==> config.mk <==
export PLATFORM = sky130hd
export DESIGN_NAME = c2p_stage
export DESIGN_NICKNAME = d
export VERILOG_FILES = /design/src/design/c2p_pkg.sv /design/src/design/c2p_stage.sv
export SDC_FILE = /design/constraint.sdc
export NUM_CORES = 2
export LEC_CHECK = 0
export BUFFER_PORTS_ARGS = -buffer_cell sky130_fd_sc_hd__clkbuf_2
export CAP_MARGIN = 20
export CORE_AREA = 2 2 259 261
export CTS_CLUSTER_DIAMETER = 60
export DETAILED_ROUTE_END_ITERATION = 7
export DIE_AREA = 0 0 261 263
export GPL_TIMING_DRIVEN = 0
export PLACE_DENSITY = 0.7
export SYNTH_ARGS = -nofsm -noshare
export SYNTH_HDL_FRONTEND = slang
export SYNTH_SLANG_ARGS = --single-unit
==> constraint.sdc <==
create_clock -name clock -period 12.08 [get_ports clock]
set_input_delay 0.604 -clock clock [delete_from_list [all_inputs] [get_ports clock]]
set_output_delay 0.604 -clock clock [all_outputs]
set_load 0.02 [all_outputs]
==> src/design/c2p_pkg.sv <==
// Shared types, constants and the arctangent table of the sighting converter.
// Used by c2p_stage, cartesian_to_polar_with_time and c2p_checker.

package c2p_pkg;

   // Field widths of the transfer payloads
   localparam int TIME_W       = 14;
   localparam int COORD_WIDTH  = 16;
   localparam int MOD_W        = 11;
   localparam int DIST_W       = 16;
   localparam int HEAD_W       = 16;

   // Time of day
   localparam int HHMM_BASE     = 100;
   localparam int MINS_PER_HOUR = 60;
   localparam int HOURS_MAX     = 23;
   localparam int MINS_MAX      = 59;
   localparam int HOURS_W       = 8;
   localparam int MINS_W        = 7;
   // floor(t / 100) == (t * 5243) >> 19 for every 14-bit t
   localparam int DIV100_MUL    = 5243;
   localparam int DIV100_SHIFT  = 19;
   localparam int PROD_W        = 27;

   // Distance: restoring square root, one result bit per stage
   localparam int SUM_W        = 2 * COORD_WIDTH;
   localparam int SQRT_STEPS   = COORD_WIDTH;
   localparam int DIST_MAX     = (1 << DIST_W) - 1;

   // Heading: vectoring rotations on coordinates scaled by 2^GUARD_BITS
   localparam int GUARD_BITS      = 16;
   localparam int CORD_W          = COORD_WIDTH + GUARD_BITS + 3;
   localparam int ACC_W           = 27;
   localparam int ATAN_ENTRIES    = 24;
   localparam int ATAN_IDX_W      = 5;
   localparam int HALF_TURN_DEG   = 180;
   localparam int ACC_FRAC        = 16;
   localparam int HEADING_ROUND   = 256;
   localparam int HEADING_SHIFT   = 9;
   localparam int HEADING_LIMIT   = 23040;

   localparam int CORDIC_STEPS_DEF = 16;

   typedef struct packed {
      logic [TIME_W-1:0]             time_hhmm;
      logic signed [COORD_WIDTH-1:0] x_pos;
      logic signed [COORD_WIDTH-1:0] y_pos;
   } c2p_req_type;

   typedef struct packed {
      logic [MOD_W-1:0]         minutes_of_day;
      logic                     time_valid;
      logic [DIST_W-1:0]        distance;
      logic signed [HEAD_W-1:0] heading;
   } c2p_rsp_type;

   // Everything one item carries down the pipeline
   typedef struct packed {
      logic [TIME_W-1:0]        time_hhmm;
      logic [PROD_W-1:0]        quot_prod;
      logic [HOURS_W-1:0]       hours;
      logic [MINS_W-1:0]        minutes;
      logic [MOD_W-1:0]         minutes_of_day;
      logic                     time_valid;
      logic [SUM_W-1:0]         x_sq;
      logic [SUM_W-1:0]         y_sq;
      logic [SUM_W-1:0]         rem;
      logic [SUM_W-1:0]         root;
      logic signed [CORD_W-1:0] cx;
      logic signed [CORD_W-1:0] cy;
      logic signed [ACC_W-1:0]  acc;
      logic                     at_origin;
      logic [DIST_W-1:0]        distance;
      logic signed [HEAD_W-1:0] heading;
   } c2p_lane_type;

   // atan(2^-i) in degrees scaled by 2^16, rounded to nearest
   function automatic logic signed [ACC_W-1:0] atan_entry(input logic [ATAN_IDX_W-1:0] idx);
      logic signed [ACC_W-1:0] val;
      case (idx)
         5'd0:    val = ACC_W'(2949120);
         5'd1:    val = ACC_W'(1740967);
         5'd2:    val = ACC_W'(919879);
         5'd3:    val = ACC_W'(466945);
         5'd4:    val = ACC_W'(234379);
         5'd5:    val = ACC_W'(117304);
         5'd6:    val = ACC_W'(58666);
         5'd7:    val = ACC_W'(29335);
         5'd8:    val = ACC_W'(14668);
         5'd9:    val = ACC_W'(7334);
         5'd10:   val = ACC_W'(3667);
         5'd11:   val = ACC_W'(1833);
         5'd12:   val = ACC_W'(917);
         5'd13:   val = ACC_W'(458);
         5'd14:   val = ACC_W'(229);
         5'd15:   val = ACC_W'(115);
         5'd16:   val = ACC_W'(57);
         5'd17:   val = ACC_W'(29);
         5'd18:   val = ACC_W'(14);
         5'd19:   val = ACC_W'(7);
         5'd20:   val = ACC_W'(4);
         5'd21:   val = ACC_W'(2);
         5'd22:   val = ACC_W'(1);
         default: val = '0;
      endcase
      return val;
   endfunction

endpackage

==> src/design/c2p_stage.sv <==
// One register stage of the sighting converter pipeline: the work assigned to
// stage STAGE (prep, time lane, one root bit, one rotation, final rounding).
// Depends on c2p_pkg.

module c2p_stage #(
   parameter int STAGE       = 0,
   parameter int STEPS       = c2p_pkg::CORDIC_STEPS_DEF,
   parameter int FINAL_STAGE = c2p_pkg::CORDIC_STEPS_DEF + 2
) (
   input  logic                  clock,
   input  logic                  reset,
   input  logic                  en,
   input  logic                  in_valid,
   input  c2p_pkg::c2p_lane_type in_lane,
   output logic                  stage_valid,
   output c2p_pkg::c2p_lane_type stage_lane
);

   localparam bit SQ_ACTIVE = (STAGE >= 2) && (STAGE < 2 + c2p_pkg::SQRT_STEPS);
   localparam int SQ_SHIFT  = SQ_ACTIVE ? (c2p_pkg::SUM_W - 2 - 2 * (STAGE - 2)) : 0;
   localparam bit CR_ACTIVE = (STAGE >= 1) && (STAGE <= STEPS);
   localparam int CR_IDX    = CR_ACTIVE ? (STAGE - 1) : 0;

   logic                                  valid_ff;
   c2p_pkg::c2p_lane_type                 lane_ff;
   c2p_pkg::c2p_lane_type                 lane_in;

   logic signed [c2p_pkg::COORD_WIDTH-1:0] x_raw;
   logic signed [c2p_pkg::COORD_WIDTH-1:0] y_raw;
   logic signed [c2p_pkg::SUM_W-1:0]       x_sq_s;
   logic signed [c2p_pkg::SUM_W-1:0]       y_sq_s;
   logic signed [c2p_pkg::CORD_W-1:0]      x_scaled;
   logic signed [c2p_pkg::CORD_W-1:0]      y_scaled;
   logic signed [c2p_pkg::CORD_W-1:0]      x_shr;
   logic signed [c2p_pkg::CORD_W-1:0]      y_shr;
   logic signed [c2p_pkg::ACC_W-1:0]       angle;
   logic [c2p_pkg::TIME_W-1:0]             hundreds;
   logic [c2p_pkg::TIME_W-1:0]             mins_diff;
   logic                                   ok;
   logic [c2p_pkg::SUM_W-1:0]              sq_bit;
   logic [c2p_pkg::SUM_W-1:0]              trial;
   logic [c2p_pkg::SQRT_STEPS:0]           rounded;
   logic signed [c2p_pkg::ACC_W-1:0]       head_q;

   always_comb begin
      lane_in   = in_lane;
      x_raw     = in_lane.cx[c2p_pkg::COORD_WIDTH-1:0];
      y_raw     = in_lane.cy[c2p_pkg::COORD_WIDTH-1:0];
      x_sq_s    = c2p_pkg::SUM_W'(x_raw) * c2p_pkg::SUM_W'(x_raw);
      y_sq_s    = c2p_pkg::SUM_W'(y_raw) * c2p_pkg::SUM_W'(y_raw);
      x_scaled  = c2p_pkg::CORD_W'(x_raw) <<< c2p_pkg::GUARD_BITS;
      y_scaled  = c2p_pkg::CORD_W'(y_raw) <<< c2p_pkg::GUARD_BITS;
      x_shr     = in_lane.cx >>> CR_IDX;
      y_shr     = in_lane.cy >>> CR_IDX;
      angle     = c2p_pkg::atan_entry(c2p_pkg::ATAN_IDX_W'(CR_IDX));
      hundreds  = c2p_pkg::TIME_W'(in_lane.hours) * c2p_pkg::TIME_W'(c2p_pkg::HHMM_BASE);
      mins_diff = in_lane.time_hhmm - hundreds;
      ok        = (in_lane.hours <= c2p_pkg::HOURS_W'(c2p_pkg::HOURS_MAX)) &&
                  (in_lane.minutes <= c2p_pkg::MINS_W'(c2p_pkg::MINS_MAX));
      sq_bit    = c2p_pkg::SUM_W'(1) << SQ_SHIFT;
      trial     = in_lane.root + sq_bit;
      rounded   = in_lane.root[c2p_pkg::SQRT_STEPS:0] +
                  (c2p_pkg::SQRT_STEPS+1)'(in_lane.rem > in_lane.root);
      head_q    = (in_lane.acc + c2p_pkg::ACC_W'(c2p_pkg::HEADING_ROUND))
                  >>> c2p_pkg::HEADING_SHIFT;

      // Prep: squares, quotient product, scale and fold into the right half plane
      if (STAGE == 0) begin
         lane_in.quot_prod = c2p_pkg::PROD_W'(in_lane.time_hhmm) *
                             c2p_pkg::PROD_W'(c2p_pkg::DIV100_MUL);
         lane_in.x_sq      = c2p_pkg::SUM_W'(x_sq_s);
         lane_in.y_sq      = c2p_pkg::SUM_W'(y_sq_s);
         lane_in.at_origin = (x_raw == '0) && (y_raw == '0);
         if (x_raw < 0) begin
            lane_in.cx  = -x_scaled;
            lane_in.cy  = -y_scaled;
            lane_in.acc = (y_raw >= 0) ?
               c2p_pkg::ACC_W'(c2p_pkg::HALF_TURN_DEG << c2p_pkg::ACC_FRAC) :
               -c2p_pkg::ACC_W'(c2p_pkg::HALF_TURN_DEG << c2p_pkg::ACC_FRAC);
         end else begin
            lane_in.cx  = x_scaled;
            lane_in.cy  = y_scaled;
            lane_in.acc = '0;
         end
      end

      if (STAGE == 1) begin
         lane_in.hours = c2p_pkg::HOURS_W'(in_lane.quot_prod >> c2p_pkg::DIV100_SHIFT);
         lane_in.rem   = in_lane.x_sq + in_lane.y_sq;
         lane_in.root  = '0;
      end

      if (STAGE == 2) begin
         lane_in.minutes = mins_diff[c2p_pkg::MINS_W-1:0];
      end

      if (STAGE == 3) begin
         lane_in.time_valid     = ok;
         lane_in.minutes_of_day = ok ?
            (c2p_pkg::MOD_W'(in_lane.hours) * c2p_pkg::MOD_W'(c2p_pkg::MINS_PER_HOUR) +
             c2p_pkg::MOD_W'(in_lane.minutes)) : '0;
      end

      // One bit of the square root
      if (SQ_ACTIVE) begin
         if (in_lane.rem >= trial) begin
            lane_in.rem  = in_lane.rem - trial;
            lane_in.root = (in_lane.root >> 1) + sq_bit;
         end else begin
            lane_in.root = in_lane.root >> 1;
         end
      end

      // One vectoring rotation, driving y toward zero
      if (CR_ACTIVE) begin
         if (!in_lane.cy[c2p_pkg::CORD_W-1]) begin
            lane_in.cx  = in_lane.cx + y_shr;
            lane_in.cy  = in_lane.cy - x_shr;
            lane_in.acc = in_lane.acc + angle;
         end else begin
            lane_in.cx  = in_lane.cx - y_shr;
            lane_in.cy  = in_lane.cy + x_shr;
            lane_in.acc = in_lane.acc - angle;
         end
      end

      // Round the root and the angle, saturate both; the heading is zero at the origin
      if (STAGE == FINAL_STAGE) begin
         if (rounded > (c2p_pkg::SQRT_STEPS+1)'(c2p_pkg::DIST_MAX)) begin
            lane_in.distance = c2p_pkg::DIST_W'(c2p_pkg::DIST_MAX);
         end else begin
            lane_in.distance = c2p_pkg::DIST_W'(rounded);
         end
         if (in_lane.at_origin) begin
            lane_in.heading = '0;
         end else if (head_q > c2p_pkg::ACC_W'(c2p_pkg::HEADING_LIMIT)) begin
            lane_in.heading = c2p_pkg::HEAD_W'(c2p_pkg::HEADING_LIMIT);
         end else if (head_q < -c2p_pkg::ACC_W'(c2p_pkg::HEADING_LIMIT)) begin
            lane_in.heading = -c2p_pkg::HEAD_W'(c2p_pkg::HEADING_LIMIT);
         end else begin
            lane_in.heading = c2p_pkg::HEAD_W'(head_q);
         end
      end
   end

   always_ff @(posedge clock) begin
      if (reset) begin
         valid_ff <= 1'b0;
      end else if (en) begin
         valid_ff <= in_valid;
      end
   end

   always_ff @(posedge clock) begin
      if (en && in_valid) begin
         lane_ff <= lane_in;
      end
   end

   assign stage_valid = valid_ff;
   assign stage_lane  = lane_ff;

endmodule

==> flow_summary_export.csv <==
group,metric,value,unit
status,status,"complete, no violations",
critical_path,timing.critical_path.to_type,"register",
synthesis,synth.yosys.warnings,0,
critical_path,ff2ff_setup_slack,11.43,ns
timing,final-max-slew-violation-count,0,
floorplanning,number_of_core_rows,94,
detailed_routing,avgRoutedWirePerCell,17.0,um
detailed_routing,first_iter_violations,1338,
synthesis,yosys.area_share.simple,7.10,%
timing,timing_worst_slew_pin_value,0.900,ns
finish,proportion_of_layout_cells_with_a_drive_suffix_above_1,17.5,%
critical_path,cp_data_arrival_time,8.11,ns
placement,io_buffers,445,
cts,cts_sink_count,266,
timing,rsz0062_at_grt,"false",
placement,detailedPlacementHpwl,61500,um
cts,post_cts_buffers,0,
synthesis,ys_dominant_reg_cell,"sky130_fd_sc_hd__edfxtp_1",
timing,timing.final.crit_share,63.9,%
synthesis,main_combinational_cell_family_by_area_after_synthesis,"adder cells",
cts,postCtsResizedCells,0,
floorplanning,start_util,46.9,%
synthesis,synth-edff-count,265,
timing,min_period,7.72,ns
synthesis,xor_xnor_cell_area_share_of_the_yosys_netlist,3.76,%
synthesis,syn-instance-count,2830,
synthesis,post_synth_fa_ha_maj_area_fraction,46.3,%
cts,cts_h_tree_lvls,2,
critical_path,worstReg2RegStart,"stage_valid",
synthesis,syn-mean-instance-area,10.9,um2
critical_path,worst_r2r_endpoint,"stage_valid",
critical_path,critical_path_required,12.46,ns
cts,ctsHoldBuffers,0,
cts,cts-buffers-inserted,37,
floorplanning,die_x,261,um
floorplanning,core-area,65600,um2
cts,clk_latency,0.55,ns
placement,placed_area,34400,um2
floorplanning,floorplan_die_area,68600,um2
detailed_routing,drtPass1Iterations,5,
detailed_routing,routed_wirelength,72600,um
critical_path,ff2ff_path_depth,2,
timing,finalClockSkew,0,ns
synthesis,synth_async_sr_flop_share,0,%
timing,totalNegativeSetupSlack,0,ns
detailed_routing,ant_nets,0,
critical_path,worstSetupStartpointType,"primary input",
global_route,antenna_found_initial,4,
synthesis,multiplexer_share_of_the_synthesized_area,0.0650,%
floorplanning,floorplan.die.height,263,um
min_path,holdCritPathClass,"primary input to register",
finish,syn2layout_area_growth,15.8,%
min_path,hold_start,"in_lane[162]",
finish,final_cell_area,35600,um2
finish,final_nets,4523,
timing,finalHoldViolations,0,
global_route,grt.total_usage,21.6,%
placement,globalplace.congestion,0.917,
critical_path,timing.critical_path.fanout_max,10,
synthesis,synthesized_area_fraction_occupied_by_ao_oa_aoi_and_oai_cells,5.07,%
synthesis,synth_seq_area_share,25.9,%
synthesis,synth_cell_type_count,70,
min_path,whs_path_depth,1,
timing,max_slew_margin,39.2,%
cts,cts-root-buf,"sky130_fd_sc_hd__clkbuf_16",
global_route,grt-ovfl-total,0,
cts,cts-root-to-sink-buffers,3,
min_path,timing.hold.worst_endpoint,"stage_lane[162]",
timing,timing.fmax,129,MHz
synthesis,synth.ff_latch_count,266,
detailed_routing,route.vias.total,20900,
global_route,grt_start_max_net_pins,69,
floorplanning,num_io_pins,657,
global_route,grt_pass1_vias,21900,
synthesis,mappedNetlistArea,30800,um2
detailed_routing,vias_per_cell,4.91,
detailed_routing,drc,0,
cts,tritoncts,"yes",
job,timing.max_cap.violations,0,
global_route,first_pass_grt_wire_length,115000,um
critical_path,critPathKind,"primary input to register",
cts,clkTransAtPathRegs,0.06,ns
timing,timing.final.setup_violations,0,
[critical path, stage by stage]
cell and delay [ns]:
sky130_fd_sc_hd__clkbuf_2 0.13, sky130_fd_sc_hd__inv_1 0.20, sky130_fd_sc_hd__clkbuf_1 0.60, sky130_fd_sc_hd__buf_1 0.64
sky130_fd_sc_hd__nor2_1 0.25, sky130_fd_sc_hd__fa_1 0.83, sky130_fd_sc_hd__fa_1 0.51, sky130_fd_sc_hd__fa_1 0.50
sky130_fd_sc_hd__fa_1 0.50, sky130_fd_sc_hd__fa_1 0.49, sky130_fd_sc_hd__inv_1 0.05, sky130_fd_sc_hd__fa_1 0.47
sky130_fd_sc_hd__inv_1 0.04, sky130_fd_sc_hd__ha_1 0.38, sky130_fd_sc_hd__nand2_2 0.14, sky130_fd_sc_hd__or3_4 0.43
sky130_fd_sc_hd__a211o_1 0.28, sky130_fd_sc_hd__o2111ai_2 0.17, sky130_fd_sc_hd__nand3_2 0.15, sky130_fd_sc_hd__o211a_1 0.27
sky130_fd_sc_hd__or3_1 0.37, sky130_fd_sc_hd__o211ai_1 0.09
[worst max path at each step]
stage                             from  slack [ns]              end
after floorplan               in_valid        4.81    stage_lane[0]
after global placement              en        1.93  stage_lane[257]
after detailed placement  in_lane[110]        3.83  stage_lane[257]
after CTS                 in_lane[110]        4.40  stage_lane[257]
after global routing       in_lane[61]        3.93  stage_lane[225]
final                     in_lane[110]        4.36  stage_lane[257]
[metal layers]
layer  GRT usage [%]  up-vias  part of all wire (%)
met4            6.97        0                   3.2
li1                -     9677                     -
met5               0        -                     0
met3            4.72      102                   9.0
met1            27.4    10300                    39
met2            36.8      841                    49
[synth_stat cells (24+ instances only)]
cell	n	area share, %
sky130_fd_sc_hd__a21o_1	24	0.59
sky130_fd_sc_hd__a21oi_1	74	1.2
sky130_fd_sc_hd__and2_1	64	1.3
sky130_fd_sc_hd__buf_4	61	1.5
sky130_fd_sc_hd__clkbuf_1	56	0.68
sky130_fd_sc_hd__edfxtp_1	265	26
sky130_fd_sc_hd__fa_1	531	35
sky130_fd_sc_hd__ha_1	290	12
sky130_fd_sc_hd__inv_1	769	9.4
sky130_fd_sc_hd__nand2_1	185	2.3
sky130_fd_sc_hd__nor2_1	120	1.5
sky130_fd_sc_hd__o21ai_0	42	0.68
sky130_fd_sc_hd__xnor2_1	107	3.0
sky130_fd_sc_hd__xor2_1	25	0.71
[flip-flops by register name, summed over array words and instances (netlist names)]
register,flops
stage_valid,1
stage_lane,265
[placed cells by master (no fill, tap or decap), types with 9 or more instances in the layout]
cell type	synthesis	routed
sky130_fd_sc_hd__clkbuf_1	56	63
sky130_fd_sc_hd__ha_1	290	290
sky130_fd_sc_hd__clkbuf_16	0	38
sky130_fd_sc_hd__nand3_1	13	13
sky130_fd_sc_hd__inv_1	769	769
sky130_fd_sc_hd__and2_1	64	63
sky130_fd_sc_hd__buf_1	9	9
sky130_fd_sc_hd__fa_1	531	531
sky130_fd_sc_hd__o21ai_0	42	42
sky130_fd_sc_hd__nor2b_1	10	10
sky130_fd_sc_hd__o21a_1	10	10
sky130_fd_sc_hd__clkinv_1	7	12
sky130_fd_sc_hd__xor2_1	25	25
sky130_fd_sc_hd__xnor2_1	107	107
sky130_fd_sc_hd__o21bai_1	12	12
sky130_fd_sc_hd__edfxtp_1	265	265
sky130_fd_sc_hd__a21o_1	24	24
sky130_fd_sc_hd__a21oi_1	74	74
sky130_fd_sc_hd__buf_4	61	61
sky130_fd_sc_hd__clkbuf_2	0	445
sky130_fd_sc_hd__nor2_1	120	120
sky130_fd_sc_hd__nand2_1	185	185
sky130_fd_sc_hd__nor3_1	20	20
sky130_fd_sc_hd__conb_1	1	55
sky130_fd_sc_hd__or2_2	10	10
sky130_fd_sc_hd__nand2b_1	11	11
[kinds of logic after synthesis]
group / after synthesis
other: 1
buffers and inverters: 903
adder cells (fa/ha/maj): 821
AO/OA/AOI/OAI: 235
flip-flops: 266
XOR/XNOR: 132
AND/OR/NAND/NOR: 470
multiplexers: 2
[per-stage QoR]
| stage | util [%] | setup WS (ns) | hold WS (ns) | cells |
|---|---|---|---|---|
| 6_report | 54.3 | 4.36 | 0.220 | 4264 |
| 5_1_grt | 54.3 | 3.93 | 0.196 | 4264 |
| 4_1_cts | 54.3 | 4.40 | 0.182 | 4263 |
| 3_5_place_dp | 52.4 | 3.83 | 0.564 | 4197 |
| 3_3_place_gp | 52.2 | 1.93 | 0.561 | 4193 |
| 2_1_floorplan | - | 4.81 | 0.577 | 2884 |
[final cells by class]
class | count | area, um2
Fill cell | 5762 | 30000
Multi-Input combinational cell | 1715 | 19400
Sequential cell | 266 | 7980
Inverter | 777 | 2920
Timing Repair Buffer | 449 | 2340
Tap cell | 864 | 1080
Clock buffer | 46 | 991
Buffer | 126 | 702
Clock inverter | 20 | 239
Antenna cell | 1 | 2.50
Power is not shown: default switching activity piles up to over one toggle a cycle in this logic, so the estimate is an artifact.
